$ cat src/rtl/core/lstcd_pkg.sv
// Types and constants of the two-character range decoder.
package lstcd_pkg;

	localparam int unsigned BYTE_W = 8;
	localparam int unsigned DIST_W = 12;
	localparam int unsigned IDX_W  = 10;
	localparam int unsigned CFG_INDEX_W = 1;

	localparam logic [BYTE_W-1:0] CH_LF   = 8'h0A;
	localparam logic [BYTE_W-1:0] CH_BASE = 8'h30;
	localparam logic [BYTE_W-1:0] CH_TOP  = 8'h6F;
	localparam logic [BYTE_W-1:0] LINE_CNT_MAX = 8'hFF;

	localparam logic [DIST_W-1:0] MIN_DIST_RESET = 12'd66;
	localparam logic [DIST_W-1:0] MAX_DIST_RESET = 12'd2500;

	// register indexes on the configuration port
	localparam logic [CFG_INDEX_W-1:0] REG_MIN_DISTANCE = 1'd0;
	localparam logic [CFG_INDEX_W-1:0] REG_MAX_DISTANCE = 1'd1;

	typedef enum logic [1:0] {
		PH_DONE   = 2'd0,
		PH_HEADER = 2'd1,
		PH_DATA   = 2'd2
	} phase_t;

	typedef struct packed {
		logic [DIST_W-1:0] min_distance;
		logic [DIST_W-1:0] max_distance;
	} cfg_t;

	typedef struct packed {
		logic              valid;
		logic [DIST_W-1:0] distance;
		logic [IDX_W-1:0]  sample_index;
		logic              last_sample;
	} result_t;

endpackage

$ cat src/rtl/core/lstcd_stream_if.sv
// Valid/ready channels for received bytes and decoded samples.
interface lstcd_byte_if;
	logic                             valid;
	logic                             ready;
	logic [lstcd_pkg::BYTE_W-1:0]     rx_byte;
	logic                             start_scan;

	modport source (output valid, output rx_byte, output start_scan, input ready);
	modport sink (input valid, input rx_byte, input start_scan, output ready);
endinterface

interface lstcd_sample_if;
	logic                             valid;
	logic                             ready;
	logic [lstcd_pkg::DIST_W-1:0]     distance;
	logic [lstcd_pkg::IDX_W-1:0]      sample_index;
	logic                             last_sample;

	modport source (output valid, output distance, output sample_index,
		output last_sample, input ready);
	modport sink (input valid, input distance, input sample_index,
		input last_sample, output ready);
endinterface

$ cat src/rtl/core/lstcd_cfg_regs.sv
// Distance window registers written through the configuration port.
module lstcd_cfg_regs (
	input  logic                                clk,
	input  logic                                arst_n,
	input  logic                                cfg_we,
	input  logic [lstcd_pkg::CFG_INDEX_W-1:0]   cfg_index,
	input  logic [lstcd_pkg::DIST_W-1:0]        cfg_wdata,
	output lstcd_pkg::cfg_t                     cfg
);

	lstcd_pkg::cfg_t cfg_q;

	always_ff @(posedge clk or negedge arst_n) begin
		if (!arst_n) begin
			cfg_q.min_distance <= lstcd_pkg::MIN_DIST_RESET;
			cfg_q.max_distance <= lstcd_pkg::MAX_DIST_RESET;
		end else if (cfg_we) begin
			case (cfg_index)
				lstcd_pkg::REG_MIN_DISTANCE: cfg_q.min_distance <= cfg_wdata;
				lstcd_pkg::REG_MAX_DISTANCE: cfg_q.max_distance <= cfg_wdata;
				default: ;
			endcase
		end
	end

	assign cfg = cfg_q;

endmodule

$ cat src/rtl/core/lstcd_parser.sv
// Reply parser: header line counting, character pairing and sample decode.
module lstcd_parser #(
	parameter int unsigned SAMPLES_PER_SCAN = 257,
	parameter int unsigned STAMP_LINE_CHARS = 5
) (
	input  logic                            clk,
	input  logic                            arst_n,
	input  logic                            step,       // consume the byte below
	input  logic [lstcd_pkg::BYTE_W-1:0]    rx_byte,
	input  logic                            start_scan,
	input  lstcd_pkg::cfg_t                 cfg,
	output lstcd_pkg::result_t              res
);

	localparam logic [lstcd_pkg::IDX_W:0]    SAMPLES   = (lstcd_pkg::IDX_W+1)'(SAMPLES_PER_SCAN);
	localparam logic [lstcd_pkg::BYTE_W-1:0] STAMP_LEN = lstcd_pkg::BYTE_W'(STAMP_LINE_CHARS);

	lstcd_pkg::phase_t                 phase_q, phase_eff, phase_d;
	logic [lstcd_pkg::BYTE_W-1:0]      line_cnt_q, line_cnt_eff, line_cnt_d;
	logic [lstcd_pkg::BYTE_W-1:0]      held_q, held_eff, held_d;
	logic                              half_q, half_eff, half_d;
	logic [lstcd_pkg::IDX_W-1:0]       cnt_q, cnt_eff, cnt_d;

	logic                              pair_has_lf;
	logic                              is_last;
	logic                              chars_ok;
	logic [lstcd_pkg::BYTE_W-1:0]      hi_off, lo_off;
	logic [lstcd_pkg::DIST_W-1:0]      raw_dist;

	// a start beat restarts the scan before its own byte is parsed
	always_comb begin
		if (start_scan) begin
			phase_eff    = lstcd_pkg::PH_HEADER;
			line_cnt_eff = '0;
			held_eff     = '0;
			half_eff     = 1'b0;
			cnt_eff      = '0;
		end else begin
			phase_eff    = phase_q;
			line_cnt_eff = line_cnt_q;
			held_eff     = held_q;
			half_eff     = half_q;
			cnt_eff      = cnt_q;
		end
	end

	assign pair_has_lf = (held_eff == lstcd_pkg::CH_LF) || (rx_byte == lstcd_pkg::CH_LF);
	assign is_last     = ({1'b0, cnt_eff} + 1'b1) >= SAMPLES;

	// next state
	always_comb begin
		phase_d    = phase_eff;
		line_cnt_d = line_cnt_eff;
		held_d     = held_eff;
		half_d     = half_eff;
		cnt_d      = cnt_eff;
		case (phase_eff)
			lstcd_pkg::PH_HEADER: begin
				if (rx_byte == lstcd_pkg::CH_LF) begin
					if (line_cnt_eff == STAMP_LEN) begin
						phase_d = lstcd_pkg::PH_DATA;
						half_d  = 1'b0;
						cnt_d   = '0;
					end
					line_cnt_d = '0;
				end else if (line_cnt_eff != lstcd_pkg::LINE_CNT_MAX) begin
					line_cnt_d = line_cnt_eff + 1'b1;
				end
			end
			lstcd_pkg::PH_DATA: begin
				if (!half_eff) begin
					held_d = rx_byte;
					half_d = 1'b1;
				end else begin
					half_d = 1'b0;
					if (!pair_has_lf) begin
						if (is_last) begin
							phase_d = lstcd_pkg::PH_DONE;
							cnt_d   = '0;
						end else begin
							cnt_d = cnt_eff + 1'b1;
						end
					end
				end
			end
			default: ;
		endcase
	end

	always_ff @(posedge clk or negedge arst_n) begin
		if (!arst_n) begin
			phase_q    <= lstcd_pkg::PH_DONE;
			line_cnt_q <= '0;
			held_q     <= '0;
			half_q     <= 1'b0;
			cnt_q      <= '0;
		end else if (step) begin
			phase_q    <= phase_d;
			line_cnt_q <= line_cnt_d;
			held_q     <= held_d;
			half_q     <= half_d;
			cnt_q      <= cnt_d;
		end
	end

	// outputs
	always_comb begin
		chars_ok = (held_eff >= lstcd_pkg::CH_BASE) && (held_eff <= lstcd_pkg::CH_TOP) &&
			(rx_byte >= lstcd_pkg::CH_BASE) && (rx_byte <= lstcd_pkg::CH_TOP);
		hi_off   = held_eff - lstcd_pkg::CH_BASE;
		lo_off   = rx_byte - lstcd_pkg::CH_BASE;
		raw_dist = {hi_off[5:0], lo_off[5:0]};

		res.valid        = (phase_eff == lstcd_pkg::PH_DATA) && half_eff && !pair_has_lf;
		res.sample_index = cnt_eff;
		res.last_sample  = is_last;
		if (chars_ok && (raw_dist >= cfg.min_distance) && (raw_dist <= cfg.max_distance)) begin
			res.distance = raw_dist;
		end else begin
			res.distance = '0;
		end
	end

endmodule

$ cat src/rtl/core/lidar_scan_two_char_decoder.sv
// Top level of the two-character range decoder.
//
//  channel     dir  beat payload                          handshake
//  byte_in     in   rx_byte[7:0], start_scan              valid/ready
//  sample_out  out  distance[11:0], sample_index[9:0],    valid/ready
//                   last_sample
//  cfg_*       in   cfg_index[0], cfg_wdata[11:0]          cfg_we strobe
//
// One byte a cycle sustained while sample_out takes its samples. A byte beat
// lands in the stage-one register; the parser consumes it once the output
// register is free, and any sample it yields goes to the output register.
// Reset clears the parse state to "done" (bytes ignored until start_scan)
// and loads the distance window 66..2500 mm. Backpressure: stage one only
// holds while an unread sample sits in the output register, so byte_in stays
// ready while the output slot drains in the same cycle.
module lidar_scan_two_char_decoder #(
	parameter int unsigned SAMPLES_PER_SCAN = 257,   // 1..1024
	parameter int unsigned STAMP_LINE_CHARS = 5      // 1..255
) (
	input  logic                                clk,
	input  logic                                arst_n,
	input  logic                                cfg_we,
	input  logic [lstcd_pkg::CFG_INDEX_W-1:0]   cfg_index,
	input  logic [lstcd_pkg::DIST_W-1:0]        cfg_wdata,
	lstcd_byte_if.sink                          byte_in,
	lstcd_sample_if.source                      sample_out
);

	lstcd_pkg::cfg_t               cfg;
	lstcd_pkg::result_t            res;

	// stage one: the accepted byte beat
	logic                          valid_s1;
	logic [lstcd_pkg::BYTE_W-1:0]  rx_byte_s1;
	logic                          start_s1;

	// stage two: the sample handed out
	logic                          valid_s2;
	logic [lstcd_pkg::DIST_W-1:0]  distance_s2;
	logic [lstcd_pkg::IDX_W-1:0]   index_s2;
	logic                          last_s2;

	logic                          out_free;
	logic                          advance;

	assign out_free      = !valid_s2 || sample_out.ready;
	assign advance       = valid_s1 && out_free;
	assign byte_in.ready = !valid_s1 || out_free;

	always_ff @(posedge clk or negedge arst_n) begin
		if (!arst_n) begin
			valid_s1 <= 1'b0;
		end else if (byte_in.ready) begin
			valid_s1 <= byte_in.valid;
		end
	end

	always_ff @(posedge clk) begin
		if (byte_in.valid && byte_in.ready) begin
			rx_byte_s1 <= byte_in.rx_byte;
			start_s1   <= byte_in.start_scan;
		end
	end

	lstcd_cfg_regs u_cfg (
		.clk       (clk),
		.arst_n    (arst_n),
		.cfg_we    (cfg_we),
		.cfg_index (cfg_index),
		.cfg_wdata (cfg_wdata),
		.cfg       (cfg)
	);

	lstcd_parser #(
		.SAMPLES_PER_SCAN (SAMPLES_PER_SCAN),
		.STAMP_LINE_CHARS (STAMP_LINE_CHARS)
	) u_parser (
		.clk        (clk),
		.arst_n     (arst_n),
		.step       (advance),
		.rx_byte    (rx_byte_s1),
		.start_scan (start_s1),
		.cfg        (cfg),
		.res        (res)
	);

	// output slot: refilled whenever it is free, emptied by a taken beat
	always_ff @(posedge clk or negedge arst_n) begin
		if (!arst_n) begin
			valid_s2 <= 1'b0;
		end else if (out_free) begin
			valid_s2 <= advance && res.valid;
		end
	end

	always_ff @(posedge clk) begin
		if (advance && res.valid) begin
			distance_s2 <= res.distance;
			index_s2    <= res.sample_index;
			last_s2     <= res.last_sample;
		end
	end

	assign sample_out.valid        = valid_s2;
	assign sample_out.distance     = distance_s2;
	assign sample_out.sample_index = index_s2;
	assign sample_out.last_sample  = last_s2;

endmodule

$ cat src/flat_wrapper.sv
// flat-port wrapper written by rule: the top's interface ports become plain ports
module lidar_scan_two_char_decoder_flat 
#(
	parameter int unsigned SAMPLES_PER_SCAN = 257,             
	parameter int unsigned STAMP_LINE_CHARS = 5               
)
  (clk, arst_n, cfg_we, cfg_index, cfg_wdata, byte_in_valid, byte_in_rx_byte, byte_in_start_scan, byte_in_ready, sample_out_valid, sample_out_distance, sample_out_sample_index, sample_out_last_sample, sample_out_ready);
  lstcd_byte_if byte_in_i ();
  lstcd_sample_if sample_out_i ();
  input  logic clk;
  input  logic arst_n;
  input  logic cfg_we;
  input  logic [lstcd_pkg::CFG_INDEX_W-1:0] cfg_index;
  input  logic [lstcd_pkg::DIST_W-1:0] cfg_wdata;
  input wire logic [$bits(byte_in_i.valid)-1:0] byte_in_valid;
  input wire logic [$bits(byte_in_i.rx_byte)-1:0] byte_in_rx_byte;
  input wire logic [$bits(byte_in_i.start_scan)-1:0] byte_in_start_scan;
  output wire logic [$bits(byte_in_i.ready)-1:0] byte_in_ready;
  output wire logic [$bits(sample_out_i.valid)-1:0] sample_out_valid;
  output wire logic [$bits(sample_out_i.distance)-1:0] sample_out_distance;
  output wire logic [$bits(sample_out_i.sample_index)-1:0] sample_out_sample_index;
  output wire logic [$bits(sample_out_i.last_sample)-1:0] sample_out_last_sample;
  input wire logic [$bits(sample_out_i.ready)-1:0] sample_out_ready;
  assign byte_in_i.valid = byte_in_valid;
  assign byte_in_i.rx_byte = byte_in_rx_byte;
  assign byte_in_i.start_scan = byte_in_start_scan;
  assign byte_in_ready = byte_in_i.ready;
  assign sample_out_valid = sample_out_i.valid;
  assign sample_out_distance = sample_out_i.distance;
  assign sample_out_sample_index = sample_out_i.sample_index;
  assign sample_out_last_sample = sample_out_i.last_sample;
  assign sample_out_i.ready = sample_out_ready;
  lidar_scan_two_char_decoder #(.SAMPLES_PER_SCAN(SAMPLES_PER_SCAN), .STAMP_LINE_CHARS(STAMP_LINE_CHARS)) u_core (.clk(clk), .arst_n(arst_n), .cfg_we(cfg_we), .cfg_index(cfg_index), .cfg_wdata(cfg_wdata), .byte_in(byte_in_i), .sample_out(sample_out_i));
endmodule
$ cat config.mk
export PLATFORM = sky130hd
export DESIGN_NAME = lidar_scan_two_char_decoder_flat
export DESIGN_NICKNAME = d
export VERILOG_FILES = /design/src/rtl/core/lstcd_pkg.sv /design/src/rtl/core/lstcd_stream_if.sv /design/src/rtl/core/lstcd_cfg_regs.sv /design/src/rtl/core/lstcd_parser.sv /design/src/rtl/core/lidar_scan_two_char_decoder.sv /design/src/flat_wrapper.sv
export SDC_FILE = /design/constraint.sdc
export NUM_CORES = 1
export LEC_CHECK = 0
export BUFFER_PORTS_ARGS = -buffer_cell sky130_fd_sc_hd__buf_2
export CORE_ASPECT_RATIO = 2
export CORE_UTILIZATION = 37
export CTS_BUF_LIST = sky130_fd_sc_hd__clkbuf_16
export DETAILED_ROUTE_END_ITERATION = 16
export GPL_TIMING_DRIVEN = 0
export HOLD_SLACK_MARGIN = 0.1
export PLACE_DENSITY = 0.51
export SLEW_MARGIN = 20
export SYNTH_ARGS = -nofsm -noshare
export SYNTH_HDL_FRONTEND = slang
export SYNTH_SLANG_ARGS = --single-unit
export TNS_END_PERCENT = 50
$ cat constraint.sdc
create_clock -name clk -period 7.09 [get_ports clk]
set_clock_uncertainty 0.1 [all_clocks]
set_input_delay 0.3545 -clock clk [delete_from_list [all_inputs] [get_ports clk]]
set_output_delay 0.3545 -clock clk [all_outputs]
set_load 0.005 [all_outputs]
==> results.tsv, run 1 <==
stage	metric	value	unit
drt	Initial DRC Count	245	
synth	Synthesized Nets	534	
sta	fin crit period	4.02	ns
synth	xor/xnor share of the synthesized area	2.14	%
place	dpl hpwl	9.68	mm
synth	post-synth cell types	60	
drt	Post-route DRC	0	
clocking	CTS sink cnt	87	
power	Tot Pwr	1.18	mW
layout	Nets	606	
outcome	status	complete, no violations	
synth	Gate Count Post-Synth	471	
synth	mux share of post-synthesis cell area	3.19	%
layout	Fillers	1278	
drt	drt wl/cell	18.1	um
drt	drt first pass iters	4	
setup_path	Worst path slowest cell	edfxtp_1	
setup_path	critical path arrival	3.99	ns
grt	total grt overflow	0	
synth	synth top area cells	dfrtp_1 24%, edfxtp_1 20%, ha_1 9.2%, dfstp_2 3.7%, inv_1 3.4%	
sta	RSZ-0062 raised after global routing	no	
clocking	post-cts sizing count	0	
sta	fmax	249	MHz
grt	pin count of the biggest net entering global routing	56	
synth	most frequent cell after synthesis	dfrtp_1	
floorplan	die area	13800	um2
sta	fin. max-slew vios	0	
grt	initial antenna violation count	0	
floorplan	Initial Utilization	37.8	%
run	Max Cap Viol	0	
place	RePlAce Congestion	0.821	
clocking	htree depth	3	
drt	Routed WL	12.7	mm
drt	total vias in the final route	3866	
synth	Synth async-reset ratio	63.2	%
layout	share of layout cells above drive strength 1	19.2	%
synth	post-synthesis sequential area ratio	47.8	%
clocking	CTS tree	yes	
layout	fin util	44.2	%
sta	Worst-Margin Slew	0.760	ns
synth	number of synthesized register bits	87	
grt	global-route wire length before repair	20.1	mm
layout	antenna fix cells	0	
floorplan	# IOs	52	
synth	Synth area leader	dfrtp_1	
drt	Via density	5.52	
clocking	CTS root buf	clkbuf_16	
floorplan	Die Y	165	um
grt	Total GRT Usage	19.3	%
sta	Slew HR	49.3	%
sta	setup violators final	0	
setup_path	CP Capture Type	flip-flop	
drt	ANT nets after route	0	
clocking	Worst-Skew Late Latency	0.34	ns
power	P per Cell Area	206	nW/um2
setup_path	critical path required time	7.06	ns
sta	Final period util	56.7	%
place	I/O Buffers	51	
sta	Final Hold Fails	0	
grt	vias in the first global route	3986	
synth	Post-Syn Area	4910	um2
synth	Simple-Gate Fraction of Synth Area	16.6	%
synth	Synth Area in Compound Gates	16.2	%
floorplan	total core area	13000	um2
synth	Yosys Warn Count	0	
synth	Post-synth EDFFs	32	
clocking	Num CTS Buffers	9	
sta	crit path setup slack, layout	3.07	ns
place	Setup WS pre-CTS	3.07	ns
sta	final setup TNS	0	ns
synth	Adder-Cell Fraction of Synth Area	9.18	%
clocking	Clock transition at path regs	0.07	ns
floorplan	die width	83.4	um
synth	largest family of logic cells by synthesized area	simple AND/OR/NAND/NOR gates	
setup_path	worst-path maximum fanout	10	
synth	Yosys top cell area share	24.5	%
synth	top cell types by occurrence after synthesis	48 x dfrtp_1, 44 x inv_1, 42 x nand2_1	
clocking	CTS Hold Bufs	10	
setup_path	Max stage delay on crit path	0.55	ns
floorplan	# rows	59	
synth	Mean Syn Cell Area	10.4	um2
setup_path	CP Launch Type	flip-flop	
setup_path	crit-path cells	buf_2, inv_1, clkbuf_1, nand2_1, ha_1, ha_1, a21oi_1, nor2b_1, o211ai_1, nand4_1, clkbuf_1, nor3b_1	
power	Peak VDD IR	0.124	mV
clocking	clk buf depth	2	
clocking	Post-CTS Setup Bufs	0	
power	Lkg Pwr	2.63	nW
synth	dominant synthesized flop cell	dfrtp_1	
setup_path	critical path type	flip-flop to flip-flop	
layout	Area Growth Syn to Fin	16.9	%
setup_path	CP top delay family	buffers and inverters	
min_path	worst hold path type	input pin to flip-flop	
setup_path	Buf+Inv Stages, Crit Path	4	
[cell usage in the layout, fill, tap and decap left out, drive strengths merged, types with 4 or more instances in the layout]
cell type | synthesis | routed
edfxtp | 32 | 32
buf | 6 | 57
nand2 | 42 | 42
a21oi | 13 | 13
a22o | 11 | 11
xor2 | 5 | 5
or4 | 4 | 4
nor2b | 18 | 18
dfstp | 7 | 7
nor3 | 9 | 9
dfrtp | 48 | 48
xnor2 | 7 | 7
and3 | 6 | 6
nand3 | 11 | 11
nor2 | 24 | 24
and2 | 4 | 4
o21ai | 33 | 33
nand4 | 9 | 9
clkbuf | 11 | 20
inv | 44 | 46
a21o | 12 | 12
a221oi | 9 | 9
mux2 | 13 | 13
nor3b | 9 | 9
dlygate4sd3 | 0 | 10
ha | 36 | 36
nand2b | 6 | 6
[final timing paths]
check / from / end / slack [ns] / cells after the start
max in group asynchronous: arst_n / u_core.u_parser.cnt_q[4]$_DFFE_PN0P_ / 5.86 / 2
min reg2reg: u_core.u_parser.line_cnt_q[0]$_DFFE_PN0P_ / u_core.u_parser.line_cnt_q[0]$_DFFE_PN0P_ / 0.38 / 2
min: byte_in_valid / u_core.valid_s1$_DFFE_PN0N_ / 0.12 / 2
max reg2reg: u_core.start_s1$_DFFE_PP_ / u_core.sample_out.distance[7]$_SDFFCE_PN0P_ / 3.07 / 12
min in group asynchronous: arst_n / u_core.u_parser.line_cnt_q[2]$_DFFE_PN0P_ / 0.52 / 2
max: u_core.start_s1$_DFFE_PP_ / u_core.sample_out.distance[7]$_SDFFCE_PN0P_ / 3.07 / 12
[registers in the layout, indices dropped and copies added (netlist names)]
signal                          flops
u_core.u_cfg.cfg                   24
u_core.sample_out.distance         12
u_core.sample_out.sample_index     10
u_core.u_parser.cnt_q              10
u_core.rx_byte_s1                   8
u_core.u_parser.held_q              8
u_core.u_parser.line_cnt_q          8
u_core.u_parser.phase_q             2
u_core.sample_out.last_sample       1
u_core.sample_out.valid             1
u_core.start_s1                     1
u_core.u_parser.half_q              1
u_core.valid_s1                     1
[per-layer routing]
metal,part of all wire [%],global-route usage [%]
met1,35,18.0
met2,58,38.7
met3,2.9,3.25
met4,4.7,10.9
met5,0,0
[cells by family (layout without fill, tap and decap cells)]
family / count (synthesis) / count (layout)
AO/OA/AOI/OAI: 108 / 108
XOR/XNOR: 12 / 12
adder cells (fa/ha/maj): 36 / 36
buffers and inverters: 61 / 138
flip-flops: 87 / 87
multiplexers: 14 / 14
AND/OR/NAND/NOR: 153 / 153
[report_power, final]
part / internal, mW / leakage, nW / switching (mW) / total, mW
clock: 0.238 / 0.133 / 0.208 / 0.446
combinational: 0.0704 / 1.49 / 0.0948 / 0.165
sequential: 0.553 / 1.01 / 0.0191 / 0.572
[per-stage QoR]
step | instances | hold slack (ns) | instance area [um2]
2_1_floorplan | 471 | -0.0411 | 4910
3_3_place_gp | 674 | 0.366 | 5350
3_5_place_dp | 674 | 0.373 | 5360
4_1_cts | 700 | 0.103 | 5740
5_1_grt | 700 | 0.110 | 5740
6_report | 700 | 0.116 | 5740
[area by class of cell]
| class | instances | area, um2 | area share, % |
|---|---|---|---|
| Tap cell | 152 | 190 | 3.31 |
| Multi-Input combinational cell | 323 | 2330 | 40.5 |
| Clock buffer | 9 | 225 | 3.92 |
| Clock inverter | 7 | 50.0 | 0.872 |
| Sequential cell | 87 | 2350 | 40.9 |
| Buffer | 17 | 77.6 | 1.35 |
| Inverter | 44 | 165 | 2.88 |
| Timing Repair Buffer | 61 | 358 | 6.24 |
[worst register-to-register path: stages (launching register included)]
cell and delay, ns:
edfxtp_1 0.55, buf_2 0.29, inv_1 0.15, clkbuf_1 0.48, nand2_1 0.30, ha_1 0.43
ha_1 0.33, a21oi_1 0.20, nor2b_1 0.16, o211ai_1 0.09, nand4_1 0.14, clkbuf_1 0.41
nor3b_1 0.13
(Power assumes the default switching activity.)
==> run 2, diff against run 1 <==
Settings changed: PLACE_DENSITY 0.51 to 0.53.
Clock period 7.09 ns to 3.4 ns, I/O delays scaled along.
==> run 2 against run 1 <==
  * Worst hold slack better by 0.023 ns
  * Clock-buffer cell count unchanged
  * Sequential cell count unchanged
  * Global-route usage up 0.32 points
  * Highest routed layer unchanged
  * Non-clock buffer count rose by 19
  * Largest power group unchanged
  * Via count grew 1.5%
  * Cell count grew 2.7%
  * Setup slack got worse by 2.8 ns
  * Largest cell class unchanged
  * Utilization up 1.9 points
==> results.tsv, run 2 (same netlist as run 1, synthesis figures left out) <==
stage	metric	value	unit	change
power	switching power share of the total	25.8	%	-1.4 points
setup_path	critical path arrival	3.20	ns	-0.79 ns
min_path	worst hold path type	input pin to flip-flop		
grt	pin count of the biggest net entering global routing	56		unchanged
sta	Final period util	92.7	%	+36 points
setup_path	critical path type	flip-flop to flip-flop		
power	Tot Pwr	2.64	mW	+120%
clocking	Clock transition at path regs	0.07	ns	about the same
setup_path	CP Launch Type	flip-flop		
sta	fmax	317	MHz	+28%
clocking	CTS root buf	clkbuf_16		
drt	Initial DRC Count	255		+4.1%
drt	Post-route DRC	0		unchanged
power	Flop pwr share	45.0	%	-3.4 points
power	Psw	0.681	mW	+110%
layout	Area Growth Syn to Fin	22.0	%	
sta	fin. max-slew vios	0		unchanged
power	internal power	1.96	mW	+130%
place	dpl hpwl	9.62	mm	-0.61%
layout	Nets	625		+3.1%
sta	setup violators final	0		unchanged
drt	drt wl/cell	17.8	um	-1.7%
floorplan	# IOs	52		unchanged
layout	most frequent cells in the layout	54 x buf_2, 48 x dfrtp_1, 44 x inv_1		
power	Logic pwr share	13.8	%	-0.2 points
outcome	status	complete, no violations		
clocking	CTS sink cnt	87		unchanged
floorplan	Die Y	165	um	unchanged
power	P per Cell Area	442	nW/um2	+110%
place	I/O Buffers	51		unchanged
drt	ANT nets after route	0		unchanged
clocking	clk buf depth	2		unchanged
setup_path	worst-path maximum fanout	10		unchanged
drt	Routed WL	12.8	mm	+1.0%
floorplan	die area	13800	um2	unchanged
sta	Worst-Margin Slew	0.750	ns	-0.0101 ns
floorplan	# rows	59		unchanged
floorplan	Initial Utilization	37.8	%	unchanged
grt	total grt overflow	0		unchanged
layout	share of layout cells above drive strength 1	19.6	%	+0.42 points
clocking	CTS tree	yes		
power	clock share of power	41.1	%	+3.4 points
grt	initial antenna violation count	0		unchanged
grt	global-route wire length before repair	20.6	mm	+2.2%
power	Lkg Pwr	2.73	nW	+3.8%
grt	Total GRT Usage	19.6	%	+0.32 points
floorplan	die width	83.4	um	unchanged
sta	Hold WS	0.139	ns	+0.0234 ns
sta	RSZ-0062 raised after global routing	no		
sta	Final Hold Fails	0		unchanged
clocking	Num CTS Buffers	9		unchanged
layout	max reg flops	24		unchanged
grt	vias in the first global route	4070		+2.1%
floorplan	total core area	13000	um2	unchanged
drt	Via density	5.46		-1.2%
layout	antenna fix cells	0		unchanged
power	Peak VDD IR	0.321	mV	+160%
setup_path	critical path required time	3.45	ns	-3.61 ns
place	RePlAce Congestion	0.823		+0.19%
sta	Slew HR	49.9	%	+0.55 points
clocking	Worst-Skew Late Latency	0.35	ns	about the same
clocking	htree depth	3		unchanged
sta	fin crit period	3.15	ns	-0.870 ns
drt	total vias in the final route	3925		+1.5%
run	Max Cap Viol	0		unchanged
layout	commonest non-fill, non-tap cell in the layout	buf_2		
drt	drt first pass iters	4		unchanged
setup_path	CP Capture Type	flip-flop		
## run 2: changes by cell type in the layout (fill, tap and decap cells not counted), sizes merged
cell	previous run	this run
dlygate4sd3	10	27
clkinvlp	2	3
clkinv	3	0
clkbuf	20	19
bufinv	0	2
buf	57	60
## run 2: stage by stage
step           cell area, um2  TNS [ns]  setup WS, ns  instances  util, %
2_1_floorplan            4910         0         0.148        471        -
3_5_place_dp             5360    -16.47        -0.717        674     41.3
6_report                 5990         0         0.249        719     46.1
4_1_cts                  5980         0         0.212        719     46.0
3_3_place_gp             5350    -36.94         -1.24        674     41.2
5_1_grt                  5990         0       0.00887        719     46.1
## run 2: cell type report
cell class | count | area (um2)
buffer | 16 | 77.6
clock buffer | 9 | 225
clock inverter | 7 | 96.3
fill | 1233 | 7010
inverter | 44 | 169
multi-input combinational | 323 | 2330
sequential | 87 | 2350
tap | 152 | 190
timing repair buffer | 81 | 551
## run 2: layer usage
metal	vias to the layer above	wire length [um]	global-route usage [%]
li1	1882	-	-
met1	1908	4540	18.7
met5	-	0	0
met3	38	342	3.45
met2	97	7260	38.2
met4	0	643	12.2
## run 2: repair_timing
item / CTS / global route
hold buffers: 27 / 0
resized for setup: 3 / 1
cloned: 0 / 0
setup buffers: 3 / 0
endpoints found under the hold margin: 83 / 0
setup endpoints to repair: 51 / 1
pin swaps: 0 / 0
## run 2: power by group through the flow
stage,Clock [mW],Sequential (mW),Combinational (mW)
2_1_floorplan,0,1.20,0.232
3_3_place_gp,0,1.21,0.329
3_5_place_dp,0,1.21,0.338
4_1_cts,1.12,1.19,0.370
5_1_grt,1.15,1.20,0.413
6_report,1.09,1.19,0.365
## run 2: critical path: stages (launching register included)
cell and delay (ns):
edfxtp_1 0.41, buf_4 0.22, clkinvlp_4 0.14, nand2_1 0.17, ha_1 0.41, ha_1 0.32, nand4_1 0.18, nor3_1 0.23
a21oi_1 0.06, o21a_1 0.14, clkbuf_1 0.24, nor3b_1 0.33
## run 2: final timing paths
path,slack (ns),cells past startpoint,end,from
setup / recovery,0.25,11,u_core.sample_out.distance[6]$_SDFFCE_PN0P_,u_core.start_s1$_DFFE_PP_
hold / removal,0.14,3,u_core.u_cfg.cfg[0]$_DFFE_PN0P_,cfg_we
setup reg to reg,0.25,11,u_core.sample_out.distance[6]$_SDFFCE_PN0P_,u_core.start_s1$_DFFE_PP_
hold reg to reg,0.40,2,u_core.u_parser.line_cnt_q[0]$_DFFE_PN0P_,u_core.u_parser.line_cnt_q[0]$_DFFE_PN0P_
max in group asynchronous,2.36,2,u_core.u_cfg.cfg[21]$_DFFE_PN0P_,arst_n
min in group asynchronous,0.34,2,u_core.u_parser.line_cnt_q[1]$_DFFE_PN0P_,arst_n
